===== src/rtl/core/spfi_pkg.sv =====
// Shared types, register codes and constants of the surface pressure force integrator.
// Used by every module under rtl/core except spfi_div; depends on nothing else.
package spfi_pkg;

  localparam int FRAC_BITS_DEF = 24;
  localparam int ACC_WIDTH_DEF = 64;
  localparam int ANGLE_FRAC    = 30;
  localparam int SCALE_FRAC    = 32;

  localparam int CFG_INDEX_W = 3;
  localparam int CFG_DATA_W  = 48;

  localparam logic [CFG_INDEX_W-1:0] REG_COS_INCIDENCE = 3'd0;
  localparam logic [CFG_INDEX_W-1:0] REG_SIN_INCIDENCE = 3'd1;
  localparam logic [CFG_INDEX_W-1:0] REG_COEFF_SCALE   = 3'd2;
  localparam logic [CFG_INDEX_W-1:0] REG_MOMENT_REF_X  = 3'd3;
  localparam logic [CFG_INDEX_W-1:0] REG_MOMENT_REF_Y  = 3'd4;

  localparam logic signed [31:0] COS_RESET   = 32'sh4000_0000;
  localparam logic signed [31:0] SIN_RESET   = 32'sh0000_0000;
  localparam logic [47:0]        SCALE_RESET = 48'h0001_0000_0000;
  localparam logic signed [31:0] REF_X_RESET = 32'sh0040_0000;
  localparam logic signed [31:0] REF_Y_RESET = 32'sh0000_0000;

  // Pressure is 0.4 times the internal energy. For a magnitude a below 2^33, twice a over
  // five truncated equals (a * PRESSURE_RECIP) >> 33 exactly.
  localparam logic [31:0] PRESSURE_RECIP = 32'hCCCC_CCCD;
  // Magnitudes of a negative energy difference from here on give a pressure below -2^31.
  localparam logic [63:0] PRESSURE_SAT_MAG = 64'd5368709123;

  // Depth of the point queue between the front and the back.
  localparam int QDEPTH = 2;

  typedef struct packed {
    logic signed [31:0] cos_incidence;
    logic signed [31:0] sin_incidence;
    logic [47:0]        coeff_scale;
    logic signed [31:0] moment_ref_x;
    logic signed [31:0] moment_ref_y;
  } cfg_t;

  typedef struct packed {
    logic signed [31:0] x;
    logic signed [31:0] y;
    logic signed [31:0] pressure;
    logic               last;
    logic               dfault;
    logic               psat;
  } point_t;

  typedef enum logic [1:0] {SH_FRAC, SH_ANGLE, SH_SCALE} shift_t;
  typedef enum logic [1:0] {LIM_FULL, LIM_ACC, LIM_ROT, LIM_OUT} limit_t;

  typedef struct packed {
    logic signed [63:0] a;
    logic signed [63:0] b;
    shift_t             shf;
    limit_t             lim;
  } mul_cmd_t;

  typedef enum logic [1:0] {M_IDLE, M_RUN, M_FIN} mul_state_t;

  typedef enum logic [2:0] {
    F_IDLE, F_SQ, F_KIN, F_DIV1, F_SUB, F_PUSH
  } front_state_t;

  typedef enum logic [1:0] {B_IDLE, B_ISSUE, B_WAIT, B_OUT} back_state_t;

  typedef enum logic [3:0] {
    OP_LEV_X, OP_LEV_Y, OP_FX, OP_FY, OP_MOM,
    OP_LIFT_C, OP_LIFT_S, OP_DRAG_S, OP_DRAG_C,
    OP_CL, OP_CD, OP_CM
  } op_t;

endpackage


===== src/rtl/core/spfi_fifo.sv =====
// Short point queue that decouples the pressure front from the integrating back.
// Depends on spfi_pkg.
module spfi_fifo import spfi_pkg::*; (
  input  logic   clk,
  input  logic   rst,
  input  logic   wr,
  input  point_t wdata,
  output logic   full,
  input  logic   rd,
  output point_t rdata,
  output logic   empty
);

  localparam int QAW = (QDEPTH > 1) ? $clog2(QDEPTH) : 1;
  localparam int QCW = $clog2(QDEPTH + 1);

  point_t           slots [QDEPTH];
  logic [QAW-1:0]   wptr, rptr;
  logic [QCW-1:0]   count;
  logic             do_wr, do_rd;

  assign full  = (count == QCW'(QDEPTH));
  assign empty = (count == '0);
  assign do_wr = wr && !full;
  assign do_rd = rd && !empty;
  assign rdata = slots[rptr];

  always_ff @(posedge clk) begin
    if (rst) begin
      wptr  <= '0;
      rptr  <= '0;
      count <= '0;
    end else begin
      if (do_wr) begin
        wptr <= (wptr == QAW'(QDEPTH - 1)) ? '0 : wptr + QAW'(1);
      end
      if (do_rd) begin
        rptr <= (rptr == QAW'(QDEPTH - 1)) ? '0 : rptr + QAW'(1);
      end
      if (do_wr && !do_rd) begin
        count <= count + QCW'(1);
      end else if (do_rd && !do_wr) begin
        count <= count - QCW'(1);
      end
    end
  end

  always_ff @(posedge clk) begin
    if (do_wr) begin
      slots[wptr] <= wdata;
    end
  end

endmodule


===== config.mk =====
export PLATFORM = sky130hd
export DESIGN_NAME = spfi_fifo
export DESIGN_NICKNAME = d
export VERILOG_FILES = /design/src/rtl/core/spfi_pkg.sv /design/src/rtl/core/spfi_fifo.sv
export SDC_FILE = /design/constraint.sdc
export NUM_CORES = 1
export LEC_CHECK = 0
export ABC_AREA = 1
export BUFFER_PORTS_ARGS = -buffer_cell sky130_fd_sc_hd__buf_2
export CAP_MARGIN = 20
export CORE_MARGIN = 1
export CORE_UTILIZATION = 45
export DETAILED_ROUTE_END_ITERATION = 10
export PLACE_DENSITY_LB_ADDON = 0.05
export SLEW_MARGIN = 5
export SYNTH_ARGS = -nofsm -noshare
export SYNTH_HDL_FRONTEND = slang
export SYNTH_SLANG_ARGS = --single-unit

===== constraint.sdc =====
create_clock -name clk -period 6.4 [get_ports clk]
set_clock_uncertainty 0.1 [all_clocks]
set_input_delay 0.64 -clock clk [delete_from_list [all_inputs] [get_ports clk]]
set_output_delay 0.64 -clock clk [all_outputs]
set_load 0.03 [all_outputs]

==> flow_summary_export.csv, run 1 <==
group,metric,value,unit
logic_synthesis,synth_warnings,0,
sta,rsz0062_at_grt,"no",
global_routing,antenna_found_initial,1,
routing,dr.pass1.iters,4,
global_routing,grt_pass1_vias,3832,
setup_path,end_kind,"output port",
setup_path,cp_num_buf_inv,2,
setup_path,path_depth,3,
floorplanning,initial_utilization,0.463,
logic_synthesis,ys_types,15,
finish,areaGrowthSynthToFinish,25.4,%
clock_tree,clkSinkCount,203,
setup_path,endpoint,"rdata[79]",
clock_tree,clk_root_buffer_cell,"clkbuf_16",
flow_run,drv_cap,0,
logic_synthesis,seq_area_frac_synth,0.815,
sta,hold_violations,0,
clock_tree,cts_setup_buffers,0,
routing,drtAntennaViolNets,0,
pwr,power.leakage,3.49,nW
worst_hold_path,hold_path_class,"in2reg",
pwr,p_per_area,414,mW/mm^2
clock_tree,cts_resized,0,
global_routing,grt_max_degree,82,
place,port-buffer-count,203,
status,outcome,"complete, no violations",
finish,stdcell_count,792,
setup_path,r2r-end,"slots[0][16]$_DFFE_PP_",
sta,fin_setup_tns,0,ns
place,dp.cells,756,
clock_tree,cts_hold_buffers,0,
clock_tree,h-tree-depth,1,
routing,drt_wl_total,13.4,mm
clock_tree,clock_latency,0.47,ns
logic_synthesis,synth_area,0.00741,sq mm
setup_path,max_stage_delay,0.97,ns
floorplanning,die_w,130,um
floorplanning,fp-row-count,46,
place,routabilityCongestion,0.715,
floorplanning,core-area,0.0160,sq mm
setup_path,regToRegStartpoint,"count[0]$_SDFFE_PP0P_",
finish,drive_gt1_frac,0.579,
setup_path,reg2reg_depth,4,
sta,slew_headroom,0.371,
setup_path,worst-setup-path-type,"reg2out",
setup_path,crit_slowest_cell,"dfxtp_4",
sta,finalCriticalPeriod,3.37,ns
sta,fin_crit_sh,0.526,
routing,vias,3761,
logic_synthesis,ys_seq_elements,203,
setup_path,worstPathCellList,"buf_4 > mux2_2 > buf_2",
setup_path,worstPathMaxFanout,69,
clock_tree,numCtsBuffers,21,
routing,detail_route.wl_per_cell,16.9,um
routing,drt_iter0_markers,167,
sta,fmax,0.297,GHz
logic_synthesis,synthCells,345,
sta,tightestPinTransition,0.943,ns
sta,setup_viol,0,
place,dp_hpwl,8.54,mm
worst_hold_path,min_path_cells,1,
clock_tree,clk_pin_slew,0.06,ns
routing,drc,0,
setup_path,critPathTopFamily,"flip-flops",
logic_synthesis,avgSynthCellArea,21.5,sq um
routing,routed_via_density,4.75,
global_routing,grt_usage,0.153,
finish,final_nets,669,
logic_synthesis,syn-num-nets,449,
floorplanning,die_area,0.0170,sq mm
pwr,ir_drop,224,uV
global_routing,overflow,0,
sta,slew_violations,0,
floorplanning,ios,204,
clock_tree,ctsLongestPathBuffers,3,
setup_path,startpoint_type,"flop",
clock_tree,cts_tree,"done",
global_routing,grt_pass1_wl,19.3,mm
setup_path,critPathArrivalTime,2.63,ns
setup_path,required,5.66,ns
floorplanning,die_h,130,um
setup_path,r2r_setup_slack,3.80,ns
[synth_stat cells, drive strengths merged]
| library cell | count | area share |
|---|---|---|
| edfxtp | 198 | 0.80 |
| mux2 | 99 | 0.16 |
| buf | 11 | 0.010 |
| inv | 9 | 0.0046 |
| nor2 | 9 | 0.0046 |
| dfxtp | 5 | 0.014 |
| o21ai | 5 | 0.0034 |
| nand2 | 4 | 0.0020 |
| a21oi | 1 | 0.00067 |
| and2 | 1 | 0.00084 |
| ha | 1 | 0.0017 |
| nand3 | 1 | 0.00067 |
| nand4 | 1 | 0.00084 |
[cells in the final DEF, fill, tap and decap left out, types with 3 or more instances in the layout]
| cell type | netlist | final |
|---|---|---|
| dfxtp_1 | 5 | 4 |
| inv_1 | 9 | 9 |
| o21ai_0 | 5 | 5 |
| nand2_1 | 4 | 4 |
| clkbuf_1 | 0 | 4 |
| mux2_2 | 89 | 89 |
| mux2_4 | 10 | 10 |
| clkinv_1 | 0 | 6 |
| buf_4 | 0 | 3 |
| clkbuf_16 | 0 | 21 |
| nor2_1 | 9 | 7 |
| buf_2 | 8 | 203 |
| edfxtp_1 | 198 | 198 |
[final cells by class]
| class | instances | area (sq um) |
|---|---|---|
| Multi-Input combinational cell | 122 | 1280 |
| Clock buffer | 25 | 541 |
| Clock inverter | 8 | 32.5 |
| Timing Repair Buffer | 208 | 1090 |
| Tap cell | 216 | 270 |
| Fill cell | 1312 | 6700 |
| Antenna cell | 1 | 2.50 |
| Sequential cell | 203 | 6050 |
| Inverter | 9 | 33.8 |
[worst register-to-register path: stages (launching register included)]
cell,delay [ns]
dfxtp_1,0.44
o21ai_0,0.32
nor2_4,0.53
buf_4,0.55
buf_16,0.32
[power breakdown]
group	switching (mW)	internal, mW
clock	0.439	0.593
combinational	0.674	0.371
sequential	0.0898	1.68
[per-stage QoR]
stage / hold WS (ns) / util / instance area, sq um / setup WS (ns) / total power, mW
after detailed placement: 0.434 / 0.542 / 8670 / 3.34 / 2.85
after CTS: 0.228 / 0.578 / 9240 / 2.97 / 3.89
after floorplan: 0.376 / - / 7410 / 0.825 / 2.57
after global routing: 0.229 / 0.581 / 9300 / 2.87 / 4.02
final: 0.248 / 0.581 / 9300 / 3.03 / 3.85
after global placement: 0.424 / 0.542 / 8670 / 3.39 / 2.83
[how the worst min path moves through the flow]
stage,from,end
4_1_cts,wdata[26],slots[0][26]$_DFFE_PP_
6_report,wdata[39],slots[0][39]$_DFFE_PP_
3_3_place_gp,wptr$_SDFFE_PP0P_,wptr$_SDFFE_PP0P_
2_1_floorplan,wptr$_SDFFE_PP0P_,wptr$_SDFFE_PP0P_
5_1_grt,wdata[26],slots[0][26]$_DFFE_PP_
3_5_place_dp,wptr$_SDFFE_PP0P_,wptr$_SDFFE_PP0P_
[sequential cells by signal, summed over array words and instances (netlist names), named ones only]
name / count
count: 2
rptr: 1
slots: 198
wptr: 1
[per-layer routing]
layer	global-route usage	up-vias	wire length, um
met2	0.262	126	6760
met1	0.186	1823	5430
met3	0.0459	22	1000
li1	-	1790	-
met4	0.0487	0	221
met5	0	-	0
[kinds of logic (layout without fill, tap and decap cells)]
| family | count (synthesis) | in the layout | share of synthesized area |
|---|---|---|---|
| adder cells (fa/ha/maj) | 1 | 1 | 0.00169 |
| multiplexers | 99 | 99 | 0.155 |
| flip-flops | 203 | 203 | 0.815 |
| buffers and inverters | 20 | 250 | 0.0145 |
| AND/OR/NAND/NOR | 16 | 16 | 0.00894 |
| AO/OA/AOI/OAI | 6 | 6 | 0.00405 |
| other | 0 | 1 | 0 |
Note: power is estimated with default switching activity, not from simulation.
==> run 2: changes to the inputs <==
==> constraint.sdc (replaced) <==
create_clock -name clk -period 3.15 [get_ports clk]
set_clock_uncertainty 0.1 [all_clocks]
set_input_delay 0.315 -clock clk [delete_from_list [all_inputs] [get_ports clk]]
set_output_delay 0.315 -clock clk [all_outputs]
set_load 0.03 [all_outputs]
==> flow_summary_export.csv, run 2 (synthesized netlist as in run 1, its figures left out) <==
group,metric,value,unit
setup_path,worst-setup-path-type,"reg2out",
finish,num_antenna_cells,0,
clock_tree,cts_setup_buffers,0,
floorplanning,die_h,130,um
worst_hold_path,hold_path_class,"in2reg",
sta,fin_setup_tns,0,ns
pwr,power.leakage,3.95,nW
routing,drc,0,
clock_tree,cts_hold_buffers,100,
clock_tree,h-tree-depth,1,
setup_path,worstPathMaxFanout,41,
global_routing,antenna_found_initial,0,
setup_path,required,2.73,ns
sta,finalWorstSetupSlack,0.528,ns
clock_tree,ctsLongestPathBuffers,3,
clock_tree,clkSinkCount,203,
place,dp_slack,1.00,ns
clock_tree,clk_root_buffer_cell,"clkbuf_16",
pwr,p_per_area,785,mW/mm^2
finish,final_cell_mix,"203 x buf_2, 198 x edfxtp_1, 100 x dlygate4sd3_1",
finish,largest_register_ffs,198,
finish,nFillCells,1200,
setup_path,critPathArrivalTime,2.21,ns
clock_tree,numCtsBuffers,21,
sta,fmax,0.381,GHz
finish,top_register,"slots",
sta,setup_viol,0,
finish,multiInputGateArea,0.00128,sq mm
sta,hold_violations,0,
routing,drtAntennaViolNets,0,
routing,drt_iter0_markers,163,
pwr,combPwrFrac,0.277,
routing,vias,4172,
status,outcome,"complete, no violations",
global_routing,grt_pass1_vias,4208,
floorplanning,fp-row-count,46,
pwr,ir_drop,492,uV
floorplanning,ios,204,
pwr,internal-power,5.64,mW
flow_run,drv_cap,0,
clock_tree,clk_pin_slew,0.06,ns
sta,finalCriticalPeriod,2.62,ns
finish,mostFrequentLayoutCell,"buf_2",
finish,final_nets,771,
sta,fin_crit_sh,0.832,
routing,dr.pass1.iters,4,
pwr,power_frac_clock,0.284,
floorplanning,initial_utilization,0.463,
pwr,share_seq_of_total_power,0.438,
routing,detail_route.wl_per_cell,15.8,um
floorplanning,die_area,0.0170,sq mm
global_routing,overflow,0,
finish,reg_top3,"slots: 198 flops, count: 2 flops",
place,port-buffer-count,203,
sta,tightestPinTransition,0.820,ns
sta,holdWs,0.195,ns
floorplanning,die_w,130,um
finish,drive_gt1_frac,0.495,
clock_tree,cts_resized,0,
clock_tree,clock_latency,0.48,ns
floorplanning,core-area,0.0160,sq mm
pwr,power,8.15,mW
sta,slew_headroom,0.448,
setup_path,end_kind,"output port",
place,dp_hpwl,8.59,mm
global_routing,grt_max_degree,60,
routing,drt_wl_total,14.2,mm
sta,slew_violations,0,
sta,rsz0062_at_grt,"no",
clock_tree,cts_tree,"done",
setup_path,startpoint_type,"flop",
pwr,switching_share,0.307,
global_routing,grt_usage,0.164,
global_routing,grt_pass1_wl,20.8,mm
finish,areaGrowthSynthToFinish,40.0,%
pwr,p_switching,2.50,mW
finish,seqCellArea,0.00605,sq mm
routing,routed_via_density,4.65,
place,routabilityCongestion,0.719,
-- run 2: cell type report --
cell class	instances	share of cell area
inverters	9	0.00326
clock buffers	28	0.0532
flip-flops and latches	203	0.583
well taps	216	0.0260
clock inverters	9	0.00856
repair buffers	310	0.203
multi-input cells	122	0.123
-- run 2: worst max-delay path: stages, from the launching register on --
cell,delay (ns)
dfxtp_4,0.78
buf_4,0.38
mux2_2,0.37
buf_2,0.18
-- run 2: worst paths after layout --
path	from	to	slack [ns]	cells after the start
worst max register to register	count[1]$_SDFFE_PP0P_	count[1]$_SDFFE_PP0P_	1.06	9
worst max-delay path	flop	rdata[62]	0.53	3
worst min register to register	wptr$_SDFFE_PP0P_	wptr$_SDFFE_PP0P_	0.44	2
worst min-delay path	rd	rptr$_SDFFE_PP0P_	0.20	4
-- run 2: stage by stage --
step	utilization	instance area, sq um	std cells
floorplan	-	7420	345
global placement	0.546	8740	760
detailed placement	0.546	8740	760
CTS	0.649	10400	897
global route	0.649	10400	897
finish	0.649	10400	897
-- run 2: per-layer routing --
metal | vias to the layer above | global-route usage | share of wire
li1 | 1995 | - | -
met1 | 2027 | 0.182 | 0.39
met2 | 128 | 0.303 | 0.51
met3 | 22 | 0.0488 | 0.073
met4 | 0 | 0.0487 | 0.024
met5 | - | 0 | 0
-- run 2: power groups by stage --
stage,registers (mW),logic (mW),clock network [mW]
6_report,3.57,2.26,2.31
5_1_grt,3.61,2.41,2.47
4_1_cts,3.58,2.29,2.38
3_5_place_dp,3.63,2.18,0
3_3_place_gp,3.61,2.16,0
2_1_floorplan,3.56,1.64,0
